**config.mk**
```make
export PLATFORM = sky130hd
export DESIGN_NAME = bffl_ram
export DESIGN_NICKNAME = d
export VERILOG_FILES = /design/src/rtl/core/bffl_ram.sv
export SDC_FILE = /design/constraint.sdc
export NUM_CORES = 1
export LEC_CHECK = 0
export BUFFER_PORTS_ARGS = -buffer_cell sky130_fd_sc_hd__buf_2
export CORE_MARGIN = 2
export CORE_UTILIZATION = 30
export CTS_CLUSTER_SIZE = 28
export DETAILED_ROUTE_END_ITERATION = 12
export MAX_ROUTING_LAYER = met4
export PLACE_DENSITY_LB_ADDON = 0.08
export SYNTH_ARGS = -nofsm -noshare
export SYNTH_HDL_FRONTEND = slang
export SYNTH_SLANG_ARGS = --single-unit
```
**constraint.sdc**
```tcl
create_clock -name clk_i -period 5 [get_ports clk_i]
set_input_delay 1 -clock clk_i [delete_from_list [all_inputs] [get_ports clk_i]]
set_output_delay 1 -clock clk_i [all_outputs]
set_load 0.05 [all_outputs]
```
**src/rtl/core/bffl_ram.sv**
```systemverilog
// Generic single-write, single-read RAM with registered read data.
module bffl_ram #(
  parameter int W = 8,
  parameter int D = 16
) (
  input  logic                                clk_i,
  input  logic                                we_i,
  input  logic [((D > 1) ? $clog2(D) : 1)-1:0] waddr_i,
  input  logic [W-1:0]                        wdata_i,
  input  logic [((D > 1) ? $clog2(D) : 1)-1:0] raddr_i,
  output logic [W-1:0]                        rdata_o
);

  logic [W-1:0] mem_q [D];
  logic [W-1:0] rdata_q;

  // Write port and registered read port
  always_ff @(posedge clk_i) begin
    if (we_i) begin
      mem_q[waddr_i] <= wdata_i;
    end
    rdata_q <= mem_q[raddr_i];
  end

  assign rdata_o = rdata_q;

endmodule

```
==> results of run 1 <==
==> cells in the mapped netlist (2+ instances only) <==
cell,count
edfxtp_1,128
mux4_2,18
a22oi_1,16
mux4_1,14
nor2_1,13
nand2_1,9
dfxtp_1,8
nor3_1,4
buf_2,3
buf_6,3
clkdlybuf4s25_2,3
nand2b_1,2
nand3b_1,2
==> where the power goes <==
group          internal (uW)  leakage (uW)  switching (uW)
clock network            834      0.000300             444
logic                   46.6      0.000496            94.6
registers               1280       0.00122            6.40
==> path summary, 6_finish.rpt <==
path / endpoint / slack (ns) / cells past startpoint / startpoint
max: rdata_o[4] / 2.38 / 5 / raddr_i[0]
max reg2reg: rdata_o[3] / 3.57 / 3 / mem_q[5][3]
min: rdata_o[4] / 0.68 / 3 / mem_q[14][4]
min reg2reg: rdata_o[4] / 0.68 / 3 / mem_q[14][4]
==> state kept, by name, summed over array words and instances, names as in the netlist <==
register	count
rdata_o	8
mem_q	128
==> per-layer routing <==
metal,wire (microns),part of all wire
met1,5320,0.48
met2,5150,0.46
met3,499,0.045
met4,219,0.020
met5,0,0
==> metrics by stage <==
stage          hold slack [ns]  total power [uW]  worst slack, ns  instances  utilization
4_1_cts                  0.681              2730             2.33        501        0.366
3_5_place_dp             0.668              1450             1.89        469        0.329
3_3_place_gp             0.659              1450             1.91        469        0.329
2_1_floorplan            0.629              1400             2.51        229            -
5_1_grt                  0.717              2790             2.21        501        0.366
6_report                 0.675              2700             2.38        501        0.366
==> worst register-to-register path, cell delays in order, from the launching register on <==
cell	delay, ns
edfxtp_1	0.35
mux4_1	0.54
a22oi_1	0.33
nand2_1	0.09
==> cells by family after synthesis <==
kind of cell,after synthesis
compound gates,16
buf+inv,10
flops,136
mux,32
simple gates,35
==> area by class of cell <==
| type | count | area, sq um |
|---|---|---|
| fillers | 1574 | 10600 |
| flip-flops and latches | 136 | 4000 |
| multi-input cells | 83 | 1060 |
| clock buffers | 24 | 492 |
| well taps | 220 | 275 |
| repair buffers | 30 | 163 |
| clock inverters | 8 | 118 |
==> impl_metrics.env, run 1 <==
export IMPL_vdd_ir_drop_worst_uv=228
export IMPL_clockBufferDepth=2
export IMPL_ys_warnings_count=0
export IMPL_crit_chain="buf_2 -> buf_4 -> mux4_2 -> a22oi_1 -> nand2_1"
export IMPL_dr_pass1_iters=4
export IMPL_insertion_delay_ns=0.42
export IMPL_root_buffer="clkbuf_16"
export IMPL_crit_required_ns=5.30
export IMPL_syn_to_final_growth_pct=18.7
export IMPL_cp_slowest_cell="buf_2"
export IMPL_rsz0062_at_grt="false"
export IMPL_portBuffers=25
export IMPL_drive_gt1_frac=0.278
export IMPL_muxShareOfSynthArea=0.150
export IMPL_overflow=0
export IMPL_max_cap_violations=0
export IMPL_busiest_layer="met2"
export IMPL_dieArea_sq_um=18200
export IMPL_slew_violations=0
export IMPL_yosys_area_share_simple=0.0318
export IMPL_design_area_sq_um=6110
export IMPL_fmax_ghz=0.382
export IMPL_via_per_inst=4.72
export IMPL_synth_xor_area_frac=0
export IMPL_synthArstFlopShare=0
export IMPL_die_y_microns=135
export IMPL_setup_tns_ns=0
export IMPL_core_area_sq_um=16700
export IMPL_grtUsageMet2=0.204
export IMPL_status="finished, final reports clean"
export IMPL_synth_compound_area_frac=0.0233
export IMPL_drc_errors=0
export IMPL_yosysTopAreaCellShare=0.747
export IMPL_worst_setup_path_type="input port to register"
export IMPL_syn_mean_instance_area_sq_um=22.5
export IMPL_cts_made_buffers=17
export IMPL_crit_buf_inv=2
export IMPL_yosysUniqueCellTypes=19
export IMPL_vias=2365
export IMPL_nNetsFinal=286
export IMPL_ant_nets=0
export IMPL_dpl_cell_area_sq_um=5500
export IMPL_synth_edf_count=128
export IMPL_mostFrequentLayoutCells="edfxtp_1, buf_2, mux4_2"
export IMPL_tritoncts="done"
export IMPL_antenna_found_initial=0
export IMPL_min_path_type="register to register"
export IMPL_slew_limit_headroom=0.306
export IMPL_period_needed_ns=2.62
export IMPL_syn_inst=229
export IMPL_drt_initial_drc_count=200
export IMPL_fin_crit_sh=0.524
export IMPL_synth_flop_cell="edfxtp_1"
export IMPL_netlist_area_sq_um=5150
export IMPL_start_util=0.308
export IMPL_crit_family="buffers and inverters"
export IMPL_setup_viol=0
export IMPL_setup_worst_path_end_class="register"
export IMPL_max_stage_delay_ns=0.64
export IMPL_arrival_ns=2.92
export IMPL_cts_sink_count=136
export IMPL_power_density_nw_per_um2=442
export IMPL_yosysTopAreaCell="edfxtp_1"
export IMPL_htreeDepth=4
export IMPL_synth_seq_cells=136
export IMPL_ios=26
export IMPL_syn_nets=247
export IMPL_use_met3=0.0357
export IMPL_antenna_diode_count=0
export IMPL_die_x_microns=135
export IMPL_ys_top_cells_by_area="edfxtp_1, mux4_2, mux4_1, dfxtp_1, a22oi_1"
export IMPL_grt_pass1_vias=2518
export IMPL_synth_adder_area_share=0
export IMPL_worstPathMaxFanout=23
export IMPL_synth_top_family_by_area="multiplexers"
export IMPL_clock_skew_ns=0.00659
export IMPL_grt_pass1_wl_microns=16700
export IMPL_wire_per_inst_microns=22.3
export IMPL_critical_path_startpoint_type="input port"
export IMPL_hold_violations=0
export IMPL_cts_resized=0
export IMPL_rows=47
export IMPL_gp_congestion=0.712
export IMPL_grt_use_total=0.138
export IMPL_use_met1=0.182
export IMPL_ctsHoldBuffers=0
export IMPL_clk_pin_slew_ns=0.06
export IMPL_leakage_uw=0.00202
export IMPL_grt_max_degree=33
export IMPL_worstMarginPinSlew_ns=1.04
export IMPL_final_common_cell="edfxtp_1"
export IMPL_drt_wl_total_microns=11200
export IMPL_postCtsSetupBuffers=0
export IMPL_yosysSeqAreaShare=0.778
export IMPL_hpwlAfterDp_microns=7010
Power figures use the tool's default switching activity.
==> run 2, diff against run 1 <==
==> constraint.sdc (replaced) <==
create_clock -name clk_i -period 2.6 [get_ports clk_i]
set_input_delay 0.52 -clock clk_i [delete_from_list [all_inputs] [get_ports clk_i]]
set_output_delay 0.52 -clock clk_i [all_outputs]
set_load 0.05 [all_outputs]
==> run 2 against run 1 <==
- setup slack got worse by 1.4 ns
- core utilization rose by 0.52 points
- flip-flop and latch count stayed put
- hold slack lost 0.17 ns
- combinational power up 100%
- count of clock-buffer cells in the layout rose by 3
- critical path type unchanged
==> impl_metrics.env, run 2 (synthesis results as in run 1) <==
export IMPL_status="finished, final reports clean"
export IMPL_postCtsSetupBuffers=0
export IMPL_holdPathEnd="mem_q[6][0]"
export IMPL_timing_rr_end="rdata_o[7]"
export IMPL_slew_violations=0
export IMPL_setup_viol=0
export IMPL_grt_pass1_vias=2549
export IMPL_vias=2376
export IMPL_dr_pass1_iters=4
export IMPL_arrival_ns=1.94
export IMPL_antenna_diode_count=0
export IMPL_grt_pass1_wl_microns=17000
export IMPL_clock_skew_ns=0.00554
export IMPL_final_common_cell="edfxtp_1"
export IMPL_rsz0062_at_grt="false"
export IMPL_ctsHoldBuffers=0
export IMPL_nNetsFinal=306
export IMPL_dp_cells=489
export IMPL_grt_use_total=0.142
export IMPL_die_x_microns=135
export IMPL_start_util=0.308
export IMPL_wire_per_inst_microns=21.9
export IMPL_setup_worst_path_end_class="register"
export IMPL_clockBufferDepth=2
export IMPL_p_comb_frac=0.058
export IMPL_gp_congestion=0.764
export IMPL_slew_limit_headroom=0.573
export IMPL_overflow=0
export IMPL_antenna_found_initial=0
export IMPL_period_needed_ns=1.66
export IMPL_n_fill_cell=1584
export IMPL_tritoncts="done"
export IMPL_root_buffer="clkbuf_16"
export IMPL_p_clk_frac=0.440
export IMPL_insertion_delay_ns=0.41
export IMPL_power_internal_uw=3910
export IMPL_drt_initial_drc_count=249
export IMPL_ios=26
export IMPL_total_power_uw=4910
export IMPL_mostFrequentLayoutCells="edfxtp_1, buf_2, buf_4"
export IMPL_holdPathStages=1
export IMPL_min_path_type="input port to register"
export IMPL_max_cap_violations=0
export IMPL_critical_path_startpoint_type="input port"
export IMPL_netSwitchingPower_uw=1000
export IMPL_cts_resized=0
export IMPL_die_y_microns=135
export IMPL_hpwlAfterDp_microns=7400
export IMPL_grt_max_degree=33
export IMPL_p_seq_frac=0.502
export IMPL_largest_register="mem_q"
export IMPL_worstMarginPinSlew_ns=0.639
export IMPL_crit_required_ns=2.89
export IMPL_htreeDepth=4
export IMPL_r2r_start="mem_q[3][7]"
export IMPL_clk_pin_slew_ns=0.06
export IMPL_dieArea_sq_um=18200
export IMPL_fin_crit_sh=0.638
export IMPL_min_from="wdata_i[0]"
export IMPL_vdd_ir_drop_worst_uv=443
export IMPL_largest_reg_flops=128
export IMPL_fmax_ghz=0.603
export IMPL_rows=47
export IMPL_via_per_inst=4.56
export IMPL_rrSetupSlack_ns=1.15
export IMPL_setup_tns_ns=0
export IMPL_power_density_nw_per_um2=793
export IMPL_cts_made_buffers=17
export IMPL_worst_setup_path_type="input port to register"
export IMPL_core_area_sq_um=16700
export IMPL_switching_share=0.204
export IMPL_drive_gt1_frac=0.309
export IMPL_hold_violations=0
export IMPL_layout_cells_non_filler=521
export IMPL_portBuffers=25
export IMPL_drc_errors=0
export IMPL_ant_nets=0
export IMPL_syn_to_final_growth_pct=20.3
export IMPL_leakage_uw=0.00209
export IMPL_worst_r2r_path_depth=3
export IMPL_worstPathMaxFanout=32
export IMPL_cts_sink_count=136
export IMPL_drt_wl_total_microns=11400
[run 2: area by class of cell]
class,count,area (sq um),area share
Sequential cell,136,4000,0.646
Multi-Input combinational cell,83,1060,0.171
Clock buffer,27,483,0.0780
Timing Repair Buffer,50,325,0.0525
Tap cell,220,275,0.0444
Clock inverter,5,50.0,0.00808
[run 2: through the flow]
stage / instance area (sq um) / hold WS (ns) / util / worst slack [ns]
detailed placement: 5660 / 0.667 / 0.339 / 0.520
global placement: 5660 / 0.658 / 0.339 / 0.500
global route: 6190 / 0.502 / 0.371 / 0.872
finish: 6190 / 0.501 / 0.371 / 0.942
CTS: 6190 / 0.492 / 0.371 / 0.947
floorplan: 5150 / 0.619 / - / 0.587
[run 2: worst max-delay path by stage]
| stage | start | to | cells past startpoint |
|---|---|---|---|
| final | raddr_i[0] | rdata_o[7] | 5 |
| after global routing | raddr_i[0] | rdata_o[1] | 5 |
| after CTS | raddr_i[0] | rdata_o[1] | 5 |
| after detailed placement | raddr_i[0] | rdata_o[1] | 5 |
| after global placement | raddr_i[0] | rdata_o[4] | 5 |
| after floorplan | waddr_i[2] | mem_q[0][0] | 2 |
[run 2: power groups by stage]
stage	sequential [uW]	combinational, uW	clock (uW)
2_1_floorplan	2560	124	0
3_3_place_gp	2510	293	0
3_5_place_dp	2510	293	0
4_1_cts	2470	293	2210
5_1_grt	2470	310	2310
6_report	2470	285	2160
[run 2: metal layers]
| layer | vias up | track usage | routed length [microns] |
|---|---|---|---|
| li1 | 1085 | - | - |
| met1 | 1238 | 0.191 | 5500 |
| met2 | 47 | 0.207 | 5400 |
| met3 | 6 | 0.0439 | 429 |
| met4 | 0 | 0.0469 | 95 |
| met5 | - | - | 0 |
[run 2: worst max-delay path, cell delays in order]
cell	delay, ns
buf_2	0.10
buf_12	0.24
mux4_2	0.55
a22oi_1	0.37
nand2_1	0.11
