**config.mk**
```make
export PLATFORM = sky130hd
export DESIGN_NAME = bffl_best
export DESIGN_NICKNAME = d
export VERILOG_FILES = /design/src/rtl/core/bffl_pkg.sv /design/src/rtl/core/bffl_best.sv
export SDC_FILE = /design/constraint.sdc
export NUM_CORES = 1
export LEC_CHECK = 0
export ABC_AREA = 0
export BUFFER_PORTS_ARGS = -buffer_cell sky130_fd_sc_hd__buf_4
export CORE_ASPECT_RATIO = 0.9
export CORE_MARGIN = 2
export CORE_UTILIZATION = 45
export DETAILED_ROUTE_END_ITERATION = 6
export PLACE_DENSITY = 0.89
export SLEW_MARGIN = 30
export SYNTH_ARGS = -nofsm -noshare
export SYNTH_HDL_FRONTEND = slang
export SYNTH_SLANG_ARGS = --single-unit
```
**constraint.sdc**
```tcl
create_clock -name clk_i -period 3.4 [get_ports clk_i]
set_clock_uncertainty 0.1 [all_clocks]
set_input_delay 0.68 -clock clk_i [delete_from_list [all_inputs] [get_ports clk_i]]
set_output_delay 0.68 -clock clk_i [all_outputs]
set_load 0.005 [all_outputs]
```
**src/rtl/core/bffl_pkg.sv**
```systemverilog
// Shared types and constants of the best-fit free-list allocator.
package bffl_pkg;

  // Command codes
  localparam logic CMD_ALLOC = 1'b0;
  localparam logic CMD_FREE  = 1'b1;

  // Result status codes
  localparam logic [2:0] ST_REUSED = 3'd0;
  localparam logic [2:0] ST_TOP    = 3'd1;
  localparam logic [2:0] ST_NOMEM  = 3'd2;
  localparam logic [2:0] ST_FREED  = 3'd3;
  localparam logic [2:0] ST_FULL   = 3'd4;

  // Header bytes in front of each payload
  localparam logic [15:0] HDR_BYTES = 16'd8;
  // Highest top offset that still leaves a 16-bit payload address
  localparam logic [16:0] TOP_LAST  = 17'd65527;
  // Header slots reachable from a 16-bit address
  localparam int SLOT_MAX = 8192;
  // Largest limit that the 17-bit register can express
  localparam int LIM_REG_MAX = 131071;

  // Input word
  typedef struct packed {
    logic        cmd;
    logic [16:0] request_size;
    logic [15:0] block_addr;
  } bffl_req_t;

  // Output word
  typedef struct packed {
    logic [2:0]  status;
    logic [15:0] result_addr;
  } bffl_rsp_t;

  // One free-table entry
  typedef struct packed {
    logic [15:0] addr;
    logic [16:0] size;
  } bffl_entry_t;

  localparam int ENTRY_W = 33;

  // Control of the best-fit compare unit
  typedef struct packed {
    logic clr;
    logic vld;
  } bffl_best_ctl_t;

  // Sequencer states
  typedef enum logic [3:0] {
    S_IDLE,
    S_SCAN,
    S_SCAN_END,
    S_PICK,
    S_SHIFT,
    S_TOP,
    S_HDR_RD,
    S_PUSH,
    S_DONE
  } bffl_state_e;

endpackage

```
**src/rtl/core/bffl_best.sv**
```systemverilog
// Best-fit compare unit: keeps the smallest fitting entry seen in a scan.
module bffl_best #(
  parameter int IW = 4
) (
  input  logic                    clk_i,
  input  logic                    rst_ni,
  input  bffl_pkg::bffl_best_ctl_t ctl_i,
  input  logic [IW-1:0]           idx_i,
  input  bffl_pkg::bffl_entry_t   ent_i,
  input  logic [17:0]             need_i,
  output logic                    found_o,
  output logic [IW-1:0]           idx_o,
  output bffl_pkg::bffl_entry_t   ent_o
);

  logic                  found_q;
  logic [IW-1:0]         idx_q;
  bffl_pkg::bffl_entry_t ent_q;
  logic                  hit;

  // Fits the request and is strictly smaller than the best so far
  assign hit = ({1'b0, ent_i.size} >= need_i) && (!found_q || (ent_i.size < ent_q.size));

  always_ff @(posedge clk_i or negedge rst_ni) begin
    if (!rst_ni) begin
      found_q <= 1'b0;
    end else if (ctl_i.clr) begin
      found_q <= 1'b0;
    end else if (ctl_i.vld && hit) begin
      found_q <= 1'b1;
    end
  end

  // Winner payload
  always_ff @(posedge clk_i) begin
    if (!ctl_i.clr && ctl_i.vld && hit) begin
      idx_q <= idx_i;
      ent_q <= ent_i;
    end
  end

  assign found_o = found_q;
  assign idx_o   = idx_q;
  assign ent_o   = ent_q;

endmodule

```
==> results of run 1 <==
==> power groups by stage <==
stage          registers (mW)  clock network [mW]  logic [mW]
6_report                0.531               0.448       0.156
3_5_place_dp            0.542                   0       0.157
2_1_floorplan           0.543                   0      0.0639
4_1_cts                 0.531               0.456       0.158
5_1_grt                 0.532               0.472       0.175
3_3_place_gp            0.541                   0       0.152
==> placed cells by master, fill, tap and decap left out, types with 2 or more instances in the layout <==
cell type / netlist / routed
bufinv_16: 0 / 2
o21a_1: 2 / 2
a21oi_1: 9 / 9
o211ai_1: 2 / 2
nand3_1: 5 / 5
and4_1: 2 / 2
nand2_1: 4 / 4
a21o_1: 3 / 3
nand2b_1: 2 / 2
o21ai_0: 2 / 2
clkbuf_8: 0 / 5
buf_4: 0 / 96
edfxtp_1: 37 / 37
ha_1: 33 / 33
inv_1: 34 / 34
nor2_1: 2 / 2
nand4_1: 3 / 3
==> through the flow <==
| step | setup slack (ps) | cells | area (um^2) | power (mW) |
|---|---|---|---|---|
| after global placement | 436 | 313 | 2850 | 0.693 |
| after global routing | 613 | 321 | 2980 | 1.18 |
| after floorplan | 73.2 | 154 | 2020 | 0.607 |
| after detailed placement | 390 | 313 | 2850 | 0.699 |
| final | 690 | 321 | 2980 | 1.13 |
| after CTS | 695 | 321 | 2980 | 1.15 |
==> area by class of cell <==
cell class                      instances  area, um^2
Sequential cell                        38        1140
Fill cell                             343        1420
Inverter                               34         128
Tap cell                               62        77.6
Clock buffer                            5        68.8
Timing Repair Buffer                   97         741
Clock inverter                          3        63.8
Multi-Input combinational cell         82         767
==> how the worst max path moves through the flow <==
stage	startpoint	end	slack (ps)	cells after the start
global route	ent_i[8]	ent_o[9]	610	8
finish	ent_i[8]	ent_o[28]	690	8
floorplan	ent_i[8]	ent_o[0]	70	6
CTS	ent_i[8]	ent_o[20]	700	8
global placement	ent_i[8]	ent_o[6]	440	8
detailed placement	ent_i[8]	ent_o[2]	390	8
==> cell families (layout without fill, tap and decap cells) <==
kind of cell | count (synthesis) | count (layout) | share of synthesized area
adders and majority gates | 33 | 33 | 0.204
buffers and inverters | 34 | 139 | 0.0631
DFF | 38 | 38 | 0.562
AOI/OAI and AO/OA | 26 | 26 | 0.103
and+or+nand+nor | 23 | 23 | 0.0680
==> per-layer routing <==
| layer | part of all wire | track usage | wire length, um |
|---|---|---|---|
| met5 | 0 | 0 | 0 |
| met4 | 0.0080 | 0.0580 | 33 |
| met3 | 0.087 | 0.0642 | 359 |
| met2 | 0.48 | 0.287 | 1990 |
| met1 | 0.42 | 0.209 | 1740 |
==> worst max-delay path, delay by kind of cell <==
kind	cells	cell delay [ps]
AOI/OAI and AO/OA	4	980
buffers and inverters	2	370
adders and majority gates	1	320
and+or+nand+nor	1	240
==> sequential cells by signal, indices dropped and copies added (netlist names) <==
name     count
ent_o       33
found_o      1
idx_o        4
==> impl_metrics.py, run 1 <==
metrics = {
    "global_routing": {
        "grt_max_degree": 30,
        "grt_pass1_vias": 1505,
        "antenna_found_initial": 0,
        "overflow": 0,
        "grt_pass1_wl_um": 6510,
        "grt.total_usage": 0.173,
    },
    "detailed_routing": {
        "via_per_inst": 4.76,
        "num_vias": 1528,
        "ant_nets": 0,
        "dr.first_iter.drc_count": 43,
        "drc": 0,
        "drt_wl_total_um": 4120,
        "routedWlPerCell_um": 12.8,
        "first_pass_iters": 4,
    },
    "yosys": {
        "ys_top_cells_by_area": "edfxtp_1 55%, ha_1 20%, inv_1 6.3%",
        "synth_top_area_share": 0.549,
        "ys_seq_elements": 38,
        "synth-edff-count": 37,
        "yosysSeqAreaShare": 0.562,
        "ys.warnings.count": 0,
        "synth_most_common_cell": "edfxtp_1",
        "ys.flop_type": "edfxtp_1",
        "ys_async_sr_fraction": 0.0263,
        "yosys.cell_types.count": 28,
        "synth.cell_area_mm2": 0.00202,
        "yosys.area.top_type": "edfxtp_1",
        "avgSynthCellArea_um2": 13.1,
        "synthCells": 154,
        "syn-num-nets": 246,
        "synth.cells.most_frequent": "37 x edfxtp_1, 34 x inv_1, 33 x ha_1",
    },
    "timing": {
        "finalCritPeriodShare": 0.797,
        "fmax_ghz": 0.369,
        "worst_slew_pin_slew_ps": 416,
        "hold_viol_final": 0,
        "finalSetupViolations": 0,
        "slew_violations": 0,
        "finalCriticalPeriod_ps": 2710,
        "rsz0062_at_grt": "no",
        "whs_ps": 53.2,
        "slew_headroom": 0.720,
        "finalSetupTns_ps": 0,
    },
    "setup_path": {
        "end_kind": "flop",
        "crit_chain": "buf_4 -> ha_1 -> and4_1 -> a221oi_2 -> o211ai_1 -> a32o_1 -> a21oi_4 -> buf_12",
        "arrival_ps": 2600,
        "setup.worst_path.class": "input port to flop",
        "critical_path.startpoint_type": "input port",
        "critical_path_peak_fanout": 29,
        "regToRegEndpoint": "ent_o[28]",
        "cp_slowest_cell": "ha_1",
        "reg2reg_depth": 8,
        "slowest_delay_ps": 320,
        "worst-endpoint-required_ps": 3290,
        "r2r_start": "ent_o[8]",
        "rrSetupSlack_ps": 810,
    },
    "clocking": {
        "path_clk_slew_ps": 70,
        "clock_path_buffers": 2,
        "clock_sinks": 38,
        "h-tree-depth": 2,
        "cts-root-buf": "clkbuf_8",
        "cts_setup_buffers": 0,
        "cts_made_buffers": 5,
        "worstSkewPairLatency_ps": 290,
        "hold_buffers": 0,
        "post_cts_resized": 0,
        "cts_tree": "built",
    },
    "die": {
        "initial_utilization": 0.460,
        "io_pins": 97,
        "die_w_um": 74.7,
        "dieArea_mm2": 0.00505,
        "fp.coreArea_mm2": 0.00440,
        "die_y_um": 67.6,
        "row_count": 23,
    },
    "power_and_ir_drop": {
        "clkPwrFrac": 0.395,
        "sw_frac_of_total": 0.200,
        "pwr-share-comb": 0.137,
        "ir_drop_v": 0.000202,
        "pwr-share-seq": 0.468,
        "power.density_mw_per_mm2": 381,
        "p_leak_nw": 1.44,
        "p_int_uw": 908,
        "power.switching_uw": 227,
    },
    "cells_and_area": {
        "drive_above_1_share": 0.421,
        "syn2layout_area_growth_pct": 47.4,
        "insertedDiodeCount": 0,
        "final_nets": 350,
        "finish.utilization": 0.677,
    },
    "worst_hold_path": {
        "worst_hold_path_type": "input port to asynchronous set/reset pin",
    },
    "run_status": {
        "status": "finished clean",
    },
    "placement": {
        "gp_congestion": 0.891,
        "dp_hpwl_um": 3440,
        "io_buffers": 96,
    },
    "job": {
        "maxCapViolations": 0,
    },
}
No activity file was read; power rests on OpenSTA's default activity.
==> inputs of run 2 (changes only) <==
- CORE_UTILIZATION: 45 -> 42
- PLACE_DENSITY: 0.89 -> 0.88
- clock period: 3.4 -> 2.4 ns (I/O delays scaled with it)
==> run 2 against run 1 <==
  * Cell count increased by 1.6%
  * Via count increased by 1.8%
  * Wire length increased by 2.0%
  * Combinational power increased by 56%
  * First-iteration DRC count increased by 14%
  * Critical path depth unchanged
  * Count of clock-buffer cells in the layout unchanged
  * Die area increased by 6.7%
  * Total power increased by 22%
  * Register-to-register slack got worse by 720 ps
  * Design area increased by 4.4%
  * Highest routed layer unchanged
  * Setup slack got worse by 600 ps
==> impl_metrics.py, run 2 (synthesis results as in run 1) <==
metrics = {
    "detailed_routing": {
        "num_vias": 1556,
        "drc": 0,
        "via_per_inst": 4.77,
        "ant_nets": 0,
        "dr.first_iter.drc_count": 49,
        "first_pass_iters": 4,
        "routedWlPerCell_um": 12.9,
        "drt_wl_total_um": 4210,
    },
    "timing": {
        "setup_slack_ps": 90.8,
        "finalCriticalPeriod_ps": 2310,
        "fmax_ghz": 0.433,
        "slew_violations": 0,
        "finalCritPeriodShare": 0.962,
        "hold_viol_final": 0,
        "rsz0062_at_grt": "no",
        "slew_headroom": 0.792,
        "worst_slew_pin_slew_ps": 310,
        "finalSetupViolations": 0,
        "finalSetupTns_ps": 0,
    },
    "placement": {
        "gp_congestion": 0.817,
        "io_buffers": 96,
        "dp_hpwl_um": 3570,
        "pre_cts_ws_ps": -66.5,
        "dpl-instance-area_mm2": 0.00303,
        "placed_cells": 318,
    },
    "clocking": {
        "post_cts_resized": 0,
        "cts_setup_buffers": 0,
        "cts-root-buf": "clkbuf_8",
        "worstSkewPairLatency_ps": 280,
        "h-tree-depth": 2,
        "clock_path_buffers": 2,
        "clock_sinks": 38,
        "hold_buffers": 1,
        "cts_made_buffers": 5,
        "path_clk_slew_ps": 70,
        "cts_tree": "built",
    },
    "power_and_ir_drop": {
        "p_int_mw": 1.08,
        "pwr-share-seq": 0.542,
        "pwr-share-comb": 0.175,
        "sw_frac_of_total": 0.220,
        "p_leak_nw": 1.45,
        "clkPwrFrac": 0.283,
        "ir_drop_v": 0.000215,
        "power.density_mw_per_mm2": 446,
        "power.switching_uw": 305,
    },
    "cells_and_area": {
        "finalNonFillerCells": 326,
        "drive_above_1_share": 0.481,
        "layout_commonest_cell": "buf_4",
        "multiInputGateArea_um2": 893,
        "insertedDiodeCount": 0,
        "syn2layout_area_growth_pct": 53.9,
        "final_area_mm2": 0.00311,
        "finish.utilization": 0.685,
        "largest_register_ffs": 33,
        "final_nets": 356,
        "n_fill_cell": 354,
        "mostFrequentLayoutCells": "100 x buf_4, 37 x edfxtp_1, 32 x inv_1, 23 x ha_1, 10 x ha_4",
        "regArea_mm2": 0.00114,
    },
    "die": {
        "initial_utilization": 0.445,
        "die_y_um": 69.8,
        "die_w_um": 77.2,
        "io_pins": 97,
        "row_count": 23,
        "dieArea_mm2": 0.00539,
        "fp.coreArea_mm2": 0.00455,
    },
    "global_routing": {
        "antenna_found_initial": 0,
        "grt_pass1_vias": 1462,
        "grt.total_usage": 0.156,
        "grt_max_degree": 22,
        "overflow": 0,
        "grt_pass1_wl_um": 6510,
    },
    "setup_path": {
        "end_kind": "flop",
        "slowest_delay_ps": 410,
        "critical_path_peak_fanout": 21,
        "crit_chain": "inv_2 -> ha_4 -> and4_1 -> a221oi_2 -> o211ai_1 -> a32o_2 -> a21oi_4 -> buf_12",
        "worst-endpoint-required_ps": 2290,
        "cp_slowest_cell": "edfxtp_1",
        "critical_path.startpoint_type": "flop",
        "arrival_ps": 2200,
        "setup.worst_path.class": "flop to flop",
    },
    "worst_hold_path": {
        "worst_hold_path_type": "input port to flop",
    },
    "run_status": {
        "status": "finished clean",
    },
    "job": {
        "maxCapViolations": 0,
    },
}
run 2: changes by cell type in the layout (fill, tap and decap cells not counted), moves of 2 or more:
cell | previous run | this run
ha_4 | 0 | 10
inv_1 | 34 | 32
clkinv_2 | 0 | 2
inv_2 | 0 | 2
ha_1 | 33 | 23
bufinv_16 | 2 | 0
buf_4 | 96 | 100
run 2: critical path, delay by kind of cell (launching register included):
kind                     cells  cell delay (ps)
buffers and inverters        2              280
flip-flops                   1              410
adder cells (fa/ha/maj)      1              190
AND/OR/NAND/NOR              1              220
AO/OA/AOI/OAI                4              810
run 2: layer usage:
metal  track usage  wire length, um
met5             0                0
met4        0.0615               63
met3        0.0391              318
met2         0.260             2030
met1         0.194             1790
run 2: area by class of cell:
cell class / count / share of cell area
tap: 62 / 0.0249
sequential: 38 / 0.365
clock buffer: 5 / 0.0221
inverter: 34 / 0.0410
timing repair buffer: 103 / 0.257
multi-input combinational: 82 / 0.287
clock inverter: 2 / 0.00321
run 2: final timing paths:
| kind | start | end | slack (ps) | depth (start not counted) |
|---|---|---|---|---|
| setup / recovery | ent_o[5] | ent_o[32] | 90 | 8 |
| min in group asynchronous | rst_ni | found_o | 400 | 2 |
| hold / removal | ent_i[24] | ent_o[24] | 270 | 1 |
| setup reg to reg | ent_o[5] | ent_o[32] | 90 | 8 |
| hold reg to reg | found_o | found_o | 520 | 2 |
| max in group asynchronous | rst_ni | found_o | 1720 | 2 |
run 2: power groups by stage:
stage                     logic [mW]  clock network, mW  registers [mW]
after floorplan               0.0991                  0           0.769
after global placement         0.236                  0           0.767
after detailed placement       0.244                  0           0.768
after CTS                      0.247              0.404           0.753
after global routing           0.271              0.431           0.754
final                          0.243              0.393           0.753
run 2: per-stage QoR:
step	total power [mW]	hold WS, ps
floorplan	0.868	84.4
global placement	1.00	160
detailed placement	1.01	161
CTS	1.40	265
global route	1.46	258
finish	1.39	274
==> inputs of run 3 (changes only) <==
- ABC_AREA: 0 -> 1
- PLACE_DENSITY: 0.88 -> 0.87
==> run 3 against run 2 <==
  * Register-to-register slack better by 240 ps
  * Critical path depth up 3
  * Sequential cell count unchanged
  * Synthesized cell count up 37%
  * Area after synthesis up 6.1%
  * Maximum frequency up 12%
  * Cell count up 17%
  * Highest routed layer unchanged
==> impl_metrics.py, run 3 <==
metrics = {
    "setup_path": {
        "arrival_ps": 1960,
        "slowest_delay_ps": 410,
        "startpoint": "ent_o[15]",
        "r2r_start": "ent_o[15]",
        "cp_slowest_cell": "edfxtp_1",
        "critical_path_peak_fanout": 23,
        "path_delay_family": "simple AND/OR/NAND/NOR gates",
        "critical_path.startpoint_type": "flop",
        "path_buf_inv": 2,
        "worst-endpoint-required_ps": 2290,
        "crit_chain": "inv_1 -> ha_1 -> nand2_1 -> nor2_1 -> and2_1 -> nand2_1 -> nand3_1 -> nor2_1 -> nor2_2 -> nor2_4 -> buf_12",
        "end_kind": "flop",
        "setup.worst_path.class": "flop to flop",
    },
    "cells_and_area": {
        "largest_register_ffs": 33,
        "finish.utilization": 0.630,
        "layout_commonest_cell": "buf_4",
        "mostFrequentLayoutCells": "96 x buf_4, 50 x inv_1, 44 x nand2_1, 37 x edfxtp_1, 33 x ha_1",
        "finalNonFillerCells": 382,
        "syn2layout_area_growth_pct": 43.7,
        "insertedDiodeCount": 0,
        "drive_above_1_share": 0.366,
        "final_nets": 409,
    },
    "yosys": {
        "synthCells": 211,
        "synth.cells.most_frequent": "50 x inv_1, 44 x nand2_1, 37 x edfxtp_1",
        "synth.cell_area_mm2": 0.00215,
        "avgSynthCellArea_um2": 10.2,
        "yosys.area.top_type": "edfxtp_1",
        "ys.flop_type": "edfxtp_1",
        "yosysSeqAreaShare": 0.529,
        "ys_top_cells_by_area": "edfxtp_1 52%, ha_1 19%, inv_1 8.7%",
        "yosys.cell_types.count": 20,
        "synth_top_area_share": 0.518,
        "ys_async_sr_fraction": 0.0263,
        "ys_seq_elements": 38,
        "synth-edff-count": 37,
        "syn-num-nets": 303,
        "synth_most_common_cell": "inv_1",
        "ys.warnings.count": 0,
    },
    "detailed_routing": {
        "drt_wl_total_um": 4550,
        "via_per_inst": 4.52,
        "drc": 0,
        "first_pass_iters": 4,
        "num_vias": 1725,
        "dr.first_iter.drc_count": 41,
        "ant_nets": 0,
        "routedWlPerCell_um": 11.9,
    },
    "clocking": {
        "clock_path_buffers": 2,
        "path_clk_slew_ps": 80,
        "cts_tree": "built",
        "hold_buffers": 1,
        "post_cts_resized": 0,
        "cts_setup_buffers": 0,
        "worstSkewPairLatency_ps": 290,
        "h-tree-depth": 2,
        "cts-root-buf": "clkbuf_8",
        "cts_made_buffers": 5,
        "clock_sinks": 38,
    },
    "die": {
        "die_y_um": 71.8,
        "row_count": 24,
        "dieArea_mm2": 0.00570,
        "io_pins": 97,
        "die_w_um": 79.3,
        "fp.coreArea_mm2": 0.00489,
        "initial_utilization": 0.438,
    },
    "global_routing": {
        "grt_max_degree": 24,
        "grt_pass1_vias": 1750,
        "grt_pass1_wl_um": 7310,
        "overflow": 0,
        "antenna_found_initial": 0,
        "grt.total_usage": 0.168,
    },
    "placement": {
        "pre_cts_ws_ps": 78.3,
        "dp_hpwl_um": 3710,
        "placed_cells": 374,
        "gp_congestion": 0.817,
        "io_buffers": 96,
    },
    "timing": {
        "worst_slew_pin_slew_ps": 165,
        "fmax_ghz": 0.484,
        "slew_headroom": 0.889,
        "finalSetupTns_ps": 0,
        "hold_viol_final": 0,
        "setup_slack_ps": 333,
        "rsz0062_at_grt": "no",
        "finalCritPeriodShare": 0.861,
        "slew_violations": 0,
        "finalSetupViolations": 0,
        "finalCriticalPeriod_ps": 2070,
    },
    "power_and_ir_drop": {
        "p_leak_nw": 1.59,
        "pwr-share-comb": 0.173,
        "p_int_mw": 1.08,
        "clkPwrFrac": 0.295,
        "power.density_mw_per_mm2": 459,
        "pwr-share-seq": 0.532,
        "sw_frac_of_total": 0.240,
        "ir_drop_v": 0.000268,
        "power.switching_uw": 339,
    },
    "job": {
        "maxCapViolations": 0,
    },
    "run_status": {
        "status": "finished clean",
    },
    "worst_hold_path": {
        "worst_hold_path_type": "input port to flop",
        "min-delay-start": "idx_i[1]",
    },
}
[run 3: changes by cell type in the layout (fill, tap and decap cells not counted), moves of 3 or more]
cell	change
inv_1	+18
nand2_2	+3
nor2_1	+14
ha_4	-10
nand2_1	+40
ha_1	+10
buf_4	-4
[run 3: per-stage QoR]
| stage | hold slack [ps] | power, mW | instance area (um^2) |
|---|---|---|---|
| floorplan | 84.4 | 0.876 | 2150 |
| global placement | 156 | 1.00 | 3000 |
| detailed placement | 156 | 1.01 | 3000 |
| CTS | 257 | 1.43 | 3080 |
| global route | 249 | 1.49 | 3080 |
| finish | 266 | 1.41 | 3080 |
[run 3: logic make-up after synthesis]
group / count (synthesis) / synth area share
AOI/OAI and AO/OA: 14 / 0.0373
and+or+nand+nor: 75 / 0.152
DFF: 38 / 0.529
adders and majority gates: 33 / 0.192
buffers and inverters: 51 / 0.0892
[run 3: worst paths after layout]
check,end,slack (ps),cells past startpoint
worst max-delay path,ent_o[26],330,11
worst min-delay path,idx_o[1],270,1
worst max register to register,ent_o[26],330,11
worst min register to register,found_o,550,3
max in group asynchronous,found_o,1720,2
min in group asynchronous,found_o,400,2
[run 3: layout make-up]
class | instances | area (um^2)
fill | 434 | 1810
inverter | 51 | 191
sequential | 38 | 1140
multi-input combinational | 122 | 826
timing repair buffer | 99 | 771
clock inverter | 2 | 10.0
tap | 65 | 81.3
clock buffer | 5 | 68.8
[run 3: power by group through the flow]
stage                     Sequential (mW)  Clock [mW]  Combinational, mW
after floorplan                     0.770           0              0.107
after global placement              0.767           0              0.235
after detailed placement            0.768           0              0.244
after CTS                           0.753       0.428              0.248
after global routing                0.754       0.461              0.278
final                               0.753       0.417              0.244
[run 3: per-layer routing]
metal / wire length (um) / share of wire / global-route usage
met1: 1930 / 0.42 / 0.198
met2: 2120 / 0.47 / 0.283
met3: 410 / 0.090 / 0.0567
met4: 93 / 0.020 / 0.0651
met5: 0 / 0 / 0
